### src/tsa_pkg.sv
`timescale 1ns / 1ps
`default_nettype none
// ----------------------------------------------------------------------------
// Truss stiffness assembler package
// Shared types and fixed widths of the assembler and its arithmetic units.
// ----------------------------------------------------------------------------
package tsa_pkg;

   localparam int ENTRY_W   = 64;  // matrix entry, signed fixed point
   localparam int COORD_W   = 32;  // node coordinate
   localparam int MAG_W     = 32;  // magnitude of a coordinate difference
   localparam int SUMSQ_W   = 66;  // sum of two squared magnitudes
   localparam int ROOT_W    = 33;  // bar length
   localparam int DIV_NUM_W = 96;  // dividend width of the divide / root unit
   localparam int DSU_REM_W = 36;  // partial remainder of the divide / root unit
   localparam int QUO_W     = 64;  // quotient kept by the divide / root unit
   localparam int MUL_W     = 64;  // operand width of the multiword multiplier
   localparam int PROD_W    = 128; // product width of the multiword multiplier
   localparam int COS_BITS  = 30;  // fraction bits of a direction cosine
   localparam int COSM_W    = 31;  // cosine magnitude, up to one
   localparam int TERM_W    = 63;  // magnitude of one stiffness term
   localparam int EA_W      = 48;  // modulus times area

   typedef enum logic [1:0] {
      OP_ADD   = 2'd0,
      OP_READ  = 2'd1,
      OP_CLEAR = 2'd2
   } opcode_type;

   typedef enum logic [1:0] {
      ST_OK        = 2'd0,
      ST_ZERO_LEN  = 2'd1,
      ST_SAME_NODE = 2'd2,
      ST_SAT       = 2'd3
   } status_type;

   // command to the divide / square root unit
   typedef struct packed {
      logic start;
      logic sqrt_mode;
   } dsu_cmd_type;

   // result flags from the divide / square root unit
   typedef struct packed {
      logic done;
      logic ovf;
   } dsu_stat_type;

endpackage

`default_nettype wire

### src/tsa_mul.sv
`timescale 1ns / 1ps
`default_nettype none
// ----------------------------------------------------------------------------
// Multiword multiplier
// 64 x 64 unsigned product from four registered 32 x 32 partial products.
// ----------------------------------------------------------------------------
module tsa_mul (
   input  wire logic                       clock,
   input  wire logic                       reset,
   input  wire logic                       start,
   input  wire logic [tsa_pkg::MUL_W-1:0]  a,
   input  wire logic [tsa_pkg::MUL_W-1:0]  b,
   output logic                            done,
   output logic      [tsa_pkg::PROD_W-1:0] prod
);

   localparam int HALF_W = tsa_pkg::MUL_W / 2;

   logic [tsa_pkg::MUL_W-1:0]  a_ff, a_in, b_ff, b_in;
   logic [2:0]                 cnt_ff, cnt_in;
   logic                       busy_ff, busy_in, pv_ff, pv_in, done_ff, done_in;
   logic [tsa_pkg::MUL_W-1:0]  pp_ff, pp_in;
   logic [1:0]                 sh_ff, sh_in;
   logic [tsa_pkg::PROD_W-1:0] acc_ff, acc_in;
   logic [HALF_W-1:0]          ah, bh;

   always_comb begin
      ah      = cnt_ff[1] ? a_ff[tsa_pkg::MUL_W-1:HALF_W] : a_ff[HALF_W-1:0];
      bh      = cnt_ff[0] ? b_ff[tsa_pkg::MUL_W-1:HALF_W] : b_ff[HALF_W-1:0];
      a_in    = a_ff;
      b_in    = b_ff;
      cnt_in  = cnt_ff;
      busy_in = busy_ff;
      pv_in   = 1'b0;
      done_in = 1'b0;
      pp_in   = pp_ff;
      sh_in   = sh_ff;
      acc_in  = acc_ff;
      if (start) begin
         a_in    = a;
         b_in    = b;
         cnt_in  = 3'd0;
         busy_in = 1'b1;
         acc_in  = '0;
      end else if (busy_ff) begin
         if (cnt_ff != 3'd4) begin
            // form the next partial product
            pp_in  = tsa_pkg::MUL_W'(ah) * tsa_pkg::MUL_W'(bh);
            sh_in  = 2'(cnt_ff[1]) + 2'(cnt_ff[0]);
            pv_in  = 1'b1;
            cnt_in = cnt_ff + 3'd1;
         end else begin
            busy_in = 1'b0;
            done_in = 1'b1;
         end
         if (pv_ff) begin
            acc_in = acc_ff + ({{tsa_pkg::MUL_W{1'b0}}, pp_ff} << {sh_ff, 5'd0});
         end
      end
   end

   always_ff @(posedge clock) begin
      if (reset) begin
         busy_ff <= 1'b0;
         pv_ff   <= 1'b0;
         done_ff <= 1'b0;
         cnt_ff  <= 3'd0;
      end else begin
         busy_ff <= busy_in;
         pv_ff   <= pv_in;
         done_ff <= done_in;
         cnt_ff  <= cnt_in;
      end
   end

   always_ff @(posedge clock) begin
      a_ff   <= a_in;
      b_ff   <= b_in;
      pp_ff  <= pp_in;
      sh_ff  <= sh_in;
      acc_ff <= acc_in;
   end

   assign done = done_ff;
   assign prod = acc_ff;

endmodule

`default_nettype wire

### config.mk
export PLATFORM = sky130hd
export DESIGN_NAME = tsa_mul
export DESIGN_NICKNAME = d
export VERILOG_FILES = /design/src/tsa_pkg.sv /design/src/tsa_mul.sv
export SDC_FILE = /design/constraint.sdc
export NUM_CORES = 2
export LEC_CHECK = 0
export ABC_AREA = 1
export BUFFER_PORTS_ARGS = -buffer_cell sky130_fd_sc_hd__buf_2
export CAP_MARGIN = 30
export CORE_MARGIN = 10
export CORE_UTILIZATION = 56
export CTS_BUF_LIST = sky130_fd_sc_hd__clkbuf_8
export CTS_CLUSTER_SIZE = 24
export DETAILED_ROUTE_END_ITERATION = 10
export PLACE_DENSITY = 0.73
export SYNTH_ARGS = -nofsm -noshare
export SYNTH_HDL_FRONTEND = slang
export SYNTH_SLANG_ARGS = --single-unit
### constraint.sdc
create_clock -name clock -period 9.2 [get_ports clock]
set_clock_uncertainty 0.05 [all_clocks]
set_input_delay 1.84 -clock clock [delete_from_list [all_inputs] [get_ports clock]]
set_output_delay 1.84 -clock clock [all_outputs]
set_load 0.1 [all_outputs]
---- Yosys cells after proc, flatten, opt, wreduce, memory -nomap -nowiden ----
Index checks and enable logic that the tools add are counted.
word-level totals
  bits in registers ....................... 328
  latch bits .............................. 0
  RAM bits ................................ 0
  ROM bits ................................ 0
  output and inout port bits .............. 129
  memories kept ........................... 0
operators by class
  $add $sub $neg .......................... 3
  multipliers ............................. 1
  div/mod/pow operators ................... 0
  magnitude comparators ................... 0
  eq/ne operators ......................... 1
  shift-type cells ........................ 1
  mux-type cells .......................... 6
  bitwise gates (word level) .............. 2
  reduce and logical (&&, ||, !) cells .... 5
operators with widths
  kind                   count
  $add A128 B128 Y128    1
  $shl A64 B7 Y128       1
  $mul A32 B32 Y64       1
  $mux W32               2
  $mux W1                4
  $reduce_and A2 Y1      2
  $add A3 B1 Y3 const B  1
  $ne A3 B3 Y1 const B   1
  $reduce_and A3 Y1      1
  $reduce_or A3 Y1       1
  $add A1 B1 Y2          1
  $not A1 Y1             2
  $reduce_or A2 Y1       1

---- Logic depth before layout (Yosys ltp) ----
  word-level depth ........................ 4
  depth in mapped cells ................... 38
  depth with buffers taken out ............ 34

---- Worst setup path before layout ----
OpenSTA, ideal clock, no wires.
  kind .................................... register to register
  from .................................... register cnt_ff[1]
  to ...................................... register pp_ff[51] (netlist bit) (data pin)
  library setup time ...................... 260 ps
  arrival time ............................ 6997 ps
  slack ................................... 1893 ps
  stages on the path, launching flop included .. 34
  buffers on the path ..................... 4
  path through ............................ dfxtp_1 > buf_4 > inv_2 > clkbuf_1 > or2_2 > o21ai_0 > buf_2 > buf_2 > nor2_1 > fa_1 > inv_1 > fa_1 > fa_1 > fa_1 > inv_1 > fa_1 > inv_1 > fa_1 > inv_1 > fa_1 > inv_1 > fa_1 > inv_1 > ha_1 > a21oi_1 > a21boi_0 > o21ai_1 > nand2_1 > nand3_1 > nand2_1 > nand2_1 > nand2_1 > nand2_1 > xor2_1
between the ends
  word-level cells in the longest chain between the ends .. 2
RTL lines
  item                    line           source
  from (decl)             tsa_mul.sv:20  logic [2:0] cnt_ff, cnt_in;
  from (signal assigned)  tsa_mul.sv:72  cnt_ff <= cnt_in;
  $mux W32                tsa_mul.sv:28  ah = cnt_ff[1] ? a_ff[tsa_pkg::MUL_W-1:HALF_W] : a_ff[HALF_W-1:0];
  $mul A32 B32 Y64        tsa_mul.sv:48  pp_in = tsa_pkg::MUL_W'(ah) * tsa_pkg::MUL_W'(bh);
  to (signal assigned)    tsa_mul.sv:79  pp_ff <= pp_in;
  to (decl)               tsa_mul.sv:22  logic [tsa_pkg::MUL_W-1:0] pp_ff, pp_in;
No other way between the ends.
A chain may end at the register's enable or synchronous reset.

---- Worst setup path after layout ----
  from .................................... register cnt_ff[1]
  to ...................................... register pp_ff[46] (netlist bit) (data pin)
The elaborated chain is that of the path after synthesis.

==> impl_metrics.json <==
{
  "status": "finished clean",
  "pin_count": 260,
  "synth-edff-count": 194,
  "viasPerCell": 5.56,
  "worst-r2r-cell-count": 25,
  "synth_mux_area_share_pct": 0,
  "hold_slack_ns": 0.437,
  "netlist_area_um2": 60100,
  "fill_cells": 9993,
  "grt_max_degree": 98,
  "seqCellArea_um2": 8510,
  "setup.worst_path.class": "reg -> reg",
  "period_needed_ns": 8.41,
  "setup_tns_ns": 0,
  "ctsRootBufferMaster": "clkbuf_8",
  "max-clock-path-buffers": 3,
  "die_area_um2": 121000,
  "grt.overflow.total": 0,
  "ant_nets": 0,
  "crit_fanout": 34,
  "numCtsBuffers": 69,
  "synth-seq-area-share_pct": 14.2,
  "track_usage_pct": 41.7,
  "drt_iter0_markers": 5857,
  "die_x_um": 348,
  "synth_xor_area_share_pct": 1.76,
  "routedWlPerCell_um": 24.7,
  "ctsHoldBuffers": 0,
  "fin_crit_sh_pct": 91.4,
  "synth_top_family_by_area": "adder cells",
  "postSynth.asyncResetShare_pct": 0,
  "die_y_um": 348,
  "cts_max_level": 3,
  "startpoint_type": "register",
  "ys_seq_elements": 328,
  "cts_num_sinks": 328,
  "tightest_slew_ns": 1.09,
  "min_from": "cnt_ff[2]",
  "worst_slew_margin_rel_pct": 27.3,
  "grt_first_pass_wirelength_um": 371000,
  "synth.distinct_cells": 47,
  "cts.repair.resized": 0,
  "end_kind": "register",
  "fin_nets": 10200,
  "start_util_pct": 56.3,
  "worstPathRequired_ns": 9.61,
  "drive_above_1_share_pct": 8.97,
  "grt_setup_unrepaired": "no",
  "clk_latency_ns": 0.76,
  "min_path_cells": 2,
  "totalWireLength_um": 253000,
  "finalHoldViolCount": 0,
  "startpoint": "cnt_ff[1]",
  "dp_hpwl_um": 210000,
  "post_cts.repair.setup_buffers": 0,
  "gp_congestion": 1.09,
  "syn-instance-count": 8557,
  "max_freq_mhz": 119,
  "path_clk_slew_ns": 0.07,
  "finalMaxSlewViolations": 0,
  "worstHoldEndpoint": "cnt_ff[2]",
  "portBuffers": 259,
  "synth_compound_area_share_pct": 4.58,
  "cap_violations": 0,
  "synth-simple-area-share_pct": 26.5,
  "arrival_ns": 8.82,
  "drc_errors": 0,
  "first_pass_iters": 6,
  "synth_fa_ha_area_share_pct": 38.1,
  "core-area_um2": 107000,
  "post-place-ws_ns": 0.993,
  "cts_tree": "built",
  "grt_pass1_vias": 57800,
  "setup_viol": 0,
  "synth_warnings": 0,
  "setup_slack_ns": 0.787,
  "worstReg2RegStart": "cnt_ff[1]",
  "r2r_end": "pp_ff[46]",
  "areaGrowthSynthToFinish_pct": 8.02,
  "hold_class": "reg -> reg",
  "rows": 120,
  "vias": 57100,
  "multiInputGateArea_um2": 42700,
  "avgSynthCellArea_um2": 7.02,
  "syn_nets": 9977,
  "antenna_found_initial": 6,
  "synth_ff_type": "edfxtp_1",
  "reg2reg_slack_ns": 0.79
}
[through the flow]
stage | instance area, um^2 | instances | utilization [%]
finish | 64900 | 10300 | 60.8
global route | 64900 | 10300 | 60.8
CTS | 64900 | 10300 | 60.8
detailed placement | 63400 | 10100 | 59.4
global placement | 63400 | 10100 | 59.4
floorplan | 60100 | 8557 | -
[worst max-delay path, cell delays in order (launching register included)]
cell and delay [ns]:
dfxtp_2 0.33, inv_2 0.36, or2_2 0.20, o21ai_1 0.20, inv_1 0.67, nand2_1 0.17, fa_1 0.54, inv_1 0.05
fa_1 0.53, inv_1 0.05, fa_1 0.58, inv_1 0.07, fa_1 0.50, fa_1 0.60, fa_1 0.44, fa_1 0.51
fa_1 0.42, ha_1 0.44, nand2_1 0.15, nor2_1 0.21, inv_1 0.09, o21ai_0 0.43, a21oi_1 0.17, nand2_1 0.13
a21oi_1 0.09, xor2_1 0.17
[registers in the layout (all words and copies together), names as in the netlist]
register and flops:
done 1, b_ff 64, pp_ff 64, prod 128, sh_ff 2, a_ff 64
pv_ff 1, cnt_ff 3, busy_ff 1
[routing by layer]
metal / part of all wire [%] / up-vias / global-route usage [%] / wire [um]
met1: 35 / 26900 / 47.5 / 87900
met3: 11 / 1052 / 12.2 / 28900
met5: 0.015 / - / 0.400 / 37
li1: - / 25500 / - / -
met4: 10 / 6 / 32.1 / 25800
met2: 44 / 3703 / 65.7 / 111000
[synth_stat cells (5+ instances only)]
cell type	count	area, um^2
o21ai_0	189	946
nand4_1	24	150
inv_2	36	135
nand3_1	175	876
nor2_1	1271	4770
or2_2	65	407
xor2_1	99	867
o21bai_1	13	97.6
o21a_1	5	37.5
edfxtp_1	194	5830
xnor2_1	22	193
a21o_1	18	135
clkinv_1	16	60.1
nand2_1	2261	8490
clkbuf_1	131	492
o21ai_2	31	272
dfxtp_1	134	2680
nor2_4	8	90.1
inv_1	2076	7790
nor3_1	33	165
buf_2	92	460
a21oi_1	165	826
nor3_2	13	130
nand2_2	55	344
fa_1	897	18000
a31oi_1	21	131
o211ai_1	13	97.6
nor2_2	34	213
o21ai_1	30	150
ha_1	392	4900
nand3_2	15	150
[final cells by class]
class,instances,share of cell area (%)
Timing Repair Buffer,411,3.87
Clock buffer,74,1.57
Clock inverter,48,0.600
Antenna cell,11,0.0424
Multi-Input combinational cell,5871,65.8
Tap cell,1403,2.71
Sequential cell,328,13.1
Inverter,2128,12.3
[how the worst max path moves through the flow]
stage | slack [ns] | endpoint | cells past startpoint
CTS | 0.96 | pp_ff[58] | 25
global placement | 1.05 | pp_ff[33] | 26
global route | 0.46 | pp_ff[44] | 31
detailed placement | 0.99 | pp_ff[58] | 25
floorplan | 1.89 | pp_ff[51] | 33
finish | 0.79 | pp_ff[46] | 25
[kinds of logic (layout without fill, tap and decap cells)]
kind of cell,after synthesis,in the layout
compound gates,492,492
other cells,0,11
flops,328,328
buf+inv,2358,2661
xor+xnor,121,121
simple gates,3969,3969
fa+ha+maj,1289,1289
[cell usage in the layout, fill, tap and decap left out, drive strengths merged, types with 5 or more instances in the layout]
cell    instances
o211ai         13
nand4          24
o21bai         13
a31oi          21
clkinv         38
a21o           18
xnor2          22
clkbuf         74
xor2           99
ha            392
o21a            5
nand2        2316
dfxtp         134
nor2         1313
inv          2130
o21ai         250
buf           411
nand3         190
edfxtp        194
diode          11
or2            67
a21oi         165
nor4            6
fa            897
nor3           46
Power is left out: the tool's default activity adds up to more than one toggle a clock period on the data nets, which glitch-free logic cannot reach.
