[config.mk]
export PLATFORM = sky130hd
export DESIGN_NAME = tsa_dsu
export DESIGN_NICKNAME = d
export VERILOG_FILES = /design/src/tsa_pkg.sv /design/src/tsa_dsu.sv
export SDC_FILE = /design/constraint.sdc
export NUM_CORES = 1
export LEC_CHECK = 0
export BUFFER_PORTS_ARGS = -buffer_cell sky130_fd_sc_hd__buf_2
export CELL_PAD_IN_SITES_DETAIL_PLACEMENT = 1
export CELL_PAD_IN_SITES_GLOBAL_PLACEMENT = 2
export CORE_AREA = 4 4 202 204
export CTS_CLUSTER_DIAMETER = 150
export DETAILED_ROUTE_END_ITERATION = 6
export DIE_AREA = 0 0 206 208
export GPL_TIMING_DRIVEN = 0
export PLACE_DENSITY = 0.73
export SYNTH_ARGS = -nofsm -noshare
export SYNTH_HDL_FRONTEND = slang
export SYNTH_SLANG_ARGS = --single-unit
[constraint.sdc]
create_clock -name clock -period 4.8 [get_ports clock]
set_input_delay 0.48 -clock clock [delete_from_list [all_inputs] [get_ports clock]]
set_output_delay 0.48 -clock clock [all_outputs]
set_load 0.03 [all_outputs]
[src/tsa_pkg.sv]
`timescale 1ns / 1ps
`default_nettype none
// ----------------------------------------------------------------------------
// Truss stiffness assembler package
// Shared types and fixed widths of the assembler and its arithmetic units.
// ----------------------------------------------------------------------------
package tsa_pkg;

   localparam int ENTRY_W   = 64;  // matrix entry, signed fixed point
   localparam int COORD_W   = 32;  // node coordinate
   localparam int MAG_W     = 32;  // magnitude of a coordinate difference
   localparam int SUMSQ_W   = 66;  // sum of two squared magnitudes
   localparam int ROOT_W    = 33;  // bar length
   localparam int DIV_NUM_W = 96;  // dividend width of the divide / root unit
   localparam int DSU_REM_W = 36;  // partial remainder of the divide / root unit
   localparam int QUO_W     = 64;  // quotient kept by the divide / root unit
   localparam int MUL_W     = 64;  // operand width of the multiword multiplier
   localparam int PROD_W    = 128; // product width of the multiword multiplier
   localparam int COS_BITS  = 30;  // fraction bits of a direction cosine
   localparam int COSM_W    = 31;  // cosine magnitude, up to one
   localparam int TERM_W    = 63;  // magnitude of one stiffness term
   localparam int EA_W      = 48;  // modulus times area

   typedef enum logic [1:0] {
      OP_ADD   = 2'd0,
      OP_READ  = 2'd1,
      OP_CLEAR = 2'd2
   } opcode_type;

   typedef enum logic [1:0] {
      ST_OK        = 2'd0,
      ST_ZERO_LEN  = 2'd1,
      ST_SAME_NODE = 2'd2,
      ST_SAT       = 2'd3
   } status_type;

   // command to the divide / square root unit
   typedef struct packed {
      logic start;
      logic sqrt_mode;
   } dsu_cmd_type;

   // result flags from the divide / square root unit
   typedef struct packed {
      logic done;
      logic ovf;
   } dsu_stat_type;

endpackage

`default_nettype wire

[src/tsa_dsu.sv]
`timescale 1ns / 1ps
`default_nettype none
// ----------------------------------------------------------------------------
// Divide and square root unit
// Restoring shift-subtract divider and digit-by-digit square root on one
// shared subtractor; one quotient or root bit per cycle.
// ----------------------------------------------------------------------------
module tsa_dsu (
   input  wire logic                          clock,
   input  wire logic                          reset,
   input  wire tsa_pkg::dsu_cmd_type          cmd,
   input  wire logic [tsa_pkg::DIV_NUM_W-1:0] num,
   input  wire logic [tsa_pkg::ROOT_W-1:0]    den,
   output tsa_pkg::dsu_stat_type              stat,
   output logic      [tsa_pkg::QUO_W-1:0]     quo
);

   localparam int RW = tsa_pkg::DSU_REM_W;

   logic [tsa_pkg::DIV_NUM_W-1:0] num_ff, num_in;
   logic [tsa_pkg::ROOT_W-1:0]    den_ff, den_in;
   logic [RW-1:0]                 rem_ff, rem_in;
   logic [tsa_pkg::QUO_W-1:0]     q_ff, q_in;
   logic [6:0]                    cnt_ff, cnt_in;
   logic                          busy_ff, busy_in, sq_ff, sq_in;
   logic                          ovf_ff, ovf_in, done_ff, done_in;
   logic [RW-1:0]                 x, y;
   logic [RW:0]                   diff;
   logic                          ge, last;

   always_comb begin
      x    = sq_ff ? {rem_ff[RW-3:0], num_ff[tsa_pkg::DIV_NUM_W-1 -: 2]}
                   : {rem_ff[RW-2:0], num_ff[tsa_pkg::DIV_NUM_W-1]};
      y    = sq_ff ? {q_ff[RW-3:0], 2'b01}
                   : {{(RW - tsa_pkg::ROOT_W){1'b0}}, den_ff};
      diff = {1'b0, x} - {1'b0, y};
      ge   = ~diff[RW];
      last = sq_ff ? (cnt_ff == 7'(tsa_pkg::ROOT_W - 1))
                   : (cnt_ff == 7'(tsa_pkg::DIV_NUM_W - 1));

      num_in  = num_ff;
      den_in  = den_ff;
      rem_in  = rem_ff;
      q_in    = q_ff;
      cnt_in  = cnt_ff;
      busy_in = busy_ff;
      sq_in   = sq_ff;
      ovf_in  = ovf_ff;
      done_in = 1'b0;
      if (cmd.start) begin
         num_in  = num;
         den_in  = den;
         rem_in  = '0;
         q_in    = '0;
         cnt_in  = 7'd0;
         busy_in = 1'b1;
         sq_in   = cmd.sqrt_mode;
         ovf_in  = 1'b0;
      end else if (busy_ff) begin
         rem_in = ge ? diff[RW-1:0] : x;
         // a bit shifted out of the quotient means it no longer fits
         ovf_in = ovf_ff | q_ff[tsa_pkg::QUO_W-1];
         q_in   = {q_ff[tsa_pkg::QUO_W-2:0], ge};
         num_in = sq_ff ? (num_ff << 2) : (num_ff << 1);
         cnt_in = cnt_ff + 7'd1;
         if (last) begin
            busy_in = 1'b0;
            done_in = 1'b1;
         end
      end
   end

   always_ff @(posedge clock) begin
      if (reset) begin
         busy_ff <= 1'b0;
         done_ff <= 1'b0;
         cnt_ff  <= 7'd0;
         sq_ff   <= 1'b0;
      end else begin
         busy_ff <= busy_in;
         done_ff <= done_in;
         cnt_ff  <= cnt_in;
         sq_ff   <= sq_in;
      end
   end

   always_ff @(posedge clock) begin
      num_ff <= num_in;
      den_ff <= den_in;
      rem_ff <= rem_in;
      q_ff   <= q_in;
      ovf_ff <= ovf_in;
   end

   assign stat.done = done_ff;
   assign stat.ovf  = ovf_ff | q_ff[tsa_pkg::QUO_W-1];
   assign quo       = q_ff;

endmodule

`default_nettype wire

# Word level (Yosys, flattened, before mapping)
# Cells that the tools add are included.
# totals
latch_bits	0
output_inout_bits	66
in_bits	133
n_memories	0
ff_bits	239
elab_cells	30
romBits	0
ram_bits	0
# op_classes
eq_ne	2
addsub	2
reduce_logical	3
bitwise_logic	3
shift	0
n_lt_le_gt_ge	0
muxes	11
multipliers	0
div_mod_pow	0
# op_table
operator	n
$mux 96	3
$mux 36	2
$sub 36x36->37	1
$mux 35	1
$add 7x1->7 const B	1
$eq 7x6->1 const B	1
$eq 7x7->1 const B	1
$mux 1	5
$reduce_or 3->1	1
$not 1->1	2
$reduce_bool 2->1	1
$reduce_or 2->1	1
$or 1x1->1	1

# Logic depth before layout (Yosys ltp)
# depth
word_depth	5
mapped_depth	18
depth_no_buf	13

# Least setup slack after synthesis
# OpenSTA, ideal clock, no wires.
# synth_timing
kind	register to register
start	reg sq_ff
end	reg rem_ff[23]
arrival_time_ns	4.307
required_time_ns	4.575
setup_ns	0.225
period_less_slack_ns	4.532
path_stages_with_launch	19
n_path_buf	5
setup_slack_ns	0.268
cell_sequence	dfxtp_1 -> clkbuf_1 -> buf_1 -> clkbuf_1 -> buf_1 -> or2_2 -> ha_1 -> inv_1 -> fa_1 -> a211oi_1 -> o21bai_1 -> o41ai_2 -> o21a_1 -> a2bb2oi_2 -> o31ai_2 -> o21a_2 -> buf_6 -> nand2_1 -> o221ai_1
# synth_via
elab_chain_len	3
elab_cells_between_ends	4
classes_between	add/sub (1); mux (3)
# synth_rtl
element	line_no	text
start: declaration	tsa_dsu.sv:25	logic busy_ff, busy_in, sq_ff, sq_in;
start signal: assignment	tsa_dsu.sv:83	sq_ff <= sq_in;
$mux 36, on equally long branches	tsa_dsu.sv:32, tsa_dsu.sv:34	
$sub 36x36->37	tsa_dsu.sv:36	diff = {1'b0, x} - {1'b0, y};
$mux 35 *	tsa_dsu.sv:60	rem_in = ge ? diff[RW-1:0] : x;
end signal: assignment	tsa_dsu.sv:90	rem_ff <= rem_in;
end: declaration	tsa_dsu.sv:22	logic [RW-1:0] rem_ff, rem_in;
# Every way passes the cells marked *; elsewhere a longest branch is shown, timed or not.
# A chain may end at the register's enable or synchronous reset.

# Worst setup path in the final report
# layout_timing
start	reg sq_ff
end	reg rem_ff[29]
# Same word-level chain as after synthesis.

==> out/metrics.cfg <==
[drt]
drt_first_pass_iters = 7
vias_per_cell = 4.97
wl_per_cell_um = 18.4
drtIter0Drc = 403
routed_wl_um = 36900
drc = 0
final_antenna_net_count = 0
vias = 9948

[flow_run]
max_cap_viol_count = 0

[floorplan]
ioPinCount = 199
die_h_um = 208
die_x_um = 206
die_area_sq_mm = 0.0428
rows = 73
core-area_sq_mm = 0.0393
initial_core_util_pct = 32.3

[timing]
min_period_over_period_pct = 93.4
rsz0062_at_grt = no
hold-worst-slack_ns = 0.0803
clock.fmax_mhz = 223
fin_crit_ns = 4.48
maxSlewHeadroom_pct = 34.9
drv_slew = 0
fin_ws_ns = 0.316
final.setup_skew_ns = 0.00996
worstMarginPinSlew_ns = 0.977
final-hold-violation-count = 0
setup_viol_count_final = 0

[grt]
grt_pass1_wl_um = 58000
grt_pass1_vias = 10500
antenna_found_initial = 3
gr-total-overflow = 0
grt_usage_pct = 16.6
grt_max_degree = 74

[placed_design]
dp_slack_ns = -1.46
numPortBuffers = 198
post-dp-hpwl_um = 27300
placed_cell_area_sq_mm = 0.0144
globalplace.congestion = 0.801

[yosys]
ys_seq_area_share_pct = 47.9
synth_edf_count = 129
ys.warnings.count = 0
netlist_area_sq_mm = 0.0127
synthArstFlopShare_pct = 0
synth.distinct_cells = 70
avgSynthCellArea_sq_um = 10.4
syn_inst = 1219
synthFlopType = edfxtp_1
ys_ff_latch = 239
synthesis.nets = 1390

[clocking]
clockRootBuffer = clkbuf_16
cts-buffers-inserted = 29
clock-sinks = 239
clock_latency_ns = 0.58
clkTransAtPathRegs_ns = 0.06
cts_buffer_depth = 3
cts_tree = yes
htree_num_levels = 1
hold_buffers = 0

[critical_path]
crit_path_start_kind = flip-flop
path_delay_family = compound AO/OA/AOI/OAI gates
worstSetupPathType = reg -> reg
critPathArrivalTime_ns = 4.97
slowest_delay_ns = 0.49
path_cells = clkbuf_4 -> clkbuf_4 -> buf_4 -> or2_2 -> ha_1 -> inv_1 -> fa_1 -> a211oi_2 -> o21bai_1 -> o41ai_4 -> o21a_2 -> a2bb2oi_2 -> o31ai_2 -> o21ai_2 -> buf_4 -> nand2_1 -> a311oi_1
cp.required_ns = 5.28
cp_max_fo = 11
endpoint_kind = flip-flop
critPathSlowestCell = dfxtp_2
timing.critical_path.buf_inv = 5

[power]
leakage_nw = 6.12
p_clk_share_pct = 33.9
peakVddDrop_mv = 0.261
p_total_mw = 6.14
internal-power_mw = 4.23
seqPwrFrac_pct = 39.9
power_frac_comb_pct = 26.2
powerDensity_mw_per_mm2 = 401
net-switching-power_mw = 1.92
p_sw_share_pct = 31.2

[hold_path]
worstHoldPathType = in -> reg

[cells_and_area]
post-route-cell-area_sq_mm = 0.0153
drive_gt1_share_pct = 20.9
syn_to_final_growth_pct = 20.6
fin_nets = 1620

[run_status]
status = completed

[worst reg2reg max path, cell delays in order, from the launching register on]
cell and delay (ns):
dfxtp_2 0.49, clkbuf_4 0.31, clkbuf_4 0.30, buf_4 0.27, or2_2 0.15, ha_1 0.15, inv_1 0.06, fa_1 0.43
a211oi_2 0.29, o21bai_1 0.18, o41ai_4 0.37, o21a_2 0.28, a2bb2oi_2 0.24, o31ai_2 0.10, o21ai_2 0.20, buf_4 0.27
nand2_1 0.07, a311oi_1 0.24
[per-layer routing]
| layer | track usage (%) | vias to the layer above | wire [um] |
|---|---|---|---|
| met3 | 2.45 | 46 | 1770 |
| met1 | 23.8 | 4798 | 18000 |
| met5 | 0 | - | 0 |
| met4 | 3.81 | 0 | 685 |
| met2 | 26.6 | 187 | 16400 |
| li1 | - | 4917 | - |
[worst paths after layout]
path | start | to | slack, ns | depth (start not counted)
worst min register to register | ovf_ff$_SDFFE_PP0P_ | ovf_ff$_SDFFE_PP0P_ | 0.48 | 2
worst max-delay path | sq_ff$_SDFFE_PP0P_ | rem_ff[29]$_SDFFE_PP0P_ | 0.32 | 17
worst max register to register | sq_ff$_SDFFE_PP0P_ | rem_ff[29]$_SDFFE_PP0P_ | 0.32 | 17
worst min-delay path | den[28] | den_ff[28]$_DFFE_PP_ | 0.08 | 1
[flip-flops by register name, indices dropped and copies added, names as in the netlist]
signal and cells:
num_ff 96, quo 64, rem_ff 35, den_ff 33, cnt_ff 7, busy_ff 1
done_ff 1, ovf_ff 1, sq_ff 1
[layout make-up]
cell class,instances,area (sq um)
inverter,8,32.5
sequential,239,6080
clock inverter,15,121
antenna,4,10.0
buffer,76,339
tap,525,657
fill,4442,24000
multi-input combinational,895,6280
clock buffer,38,769
timing repair buffer,200,1030
[power by group through the flow]
stage | clock network [mW] | logic, mW | registers, mW
after CTS | 2.17 | 1.62 | 2.45
after detailed placement | 0 | 1.61 | 2.49
after floorplan | 0 | 1.18 | 2.46
final | 2.08 | 1.61 | 2.45
after global routing | 2.25 | 1.78 | 2.47
after global placement | 0 | 1.58 | 2.49
[logic make-up (layout without fill, tap and decap cells)]
group                      count (synthesis)  count (layout)  synth area share (%)
adders and majority gates                 38              38                  3.80
other                                      0               4                     0
and+or+nand+nor                          327             327                  11.4
AOI/OAI and AO/OA                        248             248                  11.9
DFF                                      239             239                  47.9
muxes                                    251             251                  20.1
buffers and inverters                     85             337                  2.81
xor gates and xnor gates                  31              31                  2.14
[metrics by stage]
step | TNS [ns] | cells | utilization (%)
after floorplan | 0 | 1219 | -
after CTS | 0 | 1995 | 38.9
after detailed placement | -49.58 | 1943 | 36.6
after global placement | -151.92 | 1942 | 36.5
after global routing | 0 | 1997 | 39.0
final | 0 | 2000 | 39.0
[cell usage after synthesis (2+ instances only)]
cell type,number,area share [%]
a211oi_1,26,1.5
a21o_1,12,0.71
a21oi_1,42,1.7
a311oi_1,5,0.34
a31oi_1,3,0.15
a32oi_1,3,0.21
and2_1,4,0.20
and3_1,6,0.30
and4_1,2,0.14
buf_1,24,0.71
buf_2,2,0.079
buf_4,2,0.12
buf_6,2,0.18
clkbuf_1,45,1.3
dfxtp_1,110,17
edfxtp_1,129,31
ha_1,37,3.6
inv_1,8,0.24
mux2_2,33,2.9
mux2i_1,218,17
nand2_1,135,4.0
nand2b_1,4,0.20
nand3_1,12,0.47
nand3b_1,2,0.12
nand4_1,7,0.34
nor2_1,117,3.5
nor2b_1,13,0.64
nor3_1,4,0.16
nor3b_1,3,0.18
o21a_1,2,0.12
o21ai_0,123,4.8
o21bai_1,4,0.24
o221ai_1,3,0.21
o31ai_1,2,0.12
o32ai_1,2,0.14
o41ai_2,2,0.26
or2_2,4,0.20
or3_1,6,0.30
xnor2_1,16,1.1
xor2_1,15,1.0
[timing repair]
| action | 4_1_cts | 5_1_grt |
|---|---|---|
| setup buffers | 0 | 1 |
| pin swaps | 0 | 1 |
| resized for setup | 9 | 8 |
| cloned | 0 | 0 |
| endpoints found under the setup margin | 36 | 34 |
[cells in the final DEF, fill, tap and decap left out, types with 33 or more instances in the layout]
| master | n |
|---|---|
| nand2_1 | 135 |
| edfxtp_1 | 129 |
| clkbuf_1 | 50 |
| ha_1 | 37 |
| mux2i_1 | 218 |
| dfxtp_1 | 109 |
| nor2_1 | 117 |
| a21oi_1 | 42 |
| buf_2 | 200 |
| o21ai_0 | 123 |
| mux2_2 | 33 |
(Power assumes the default switching activity.)
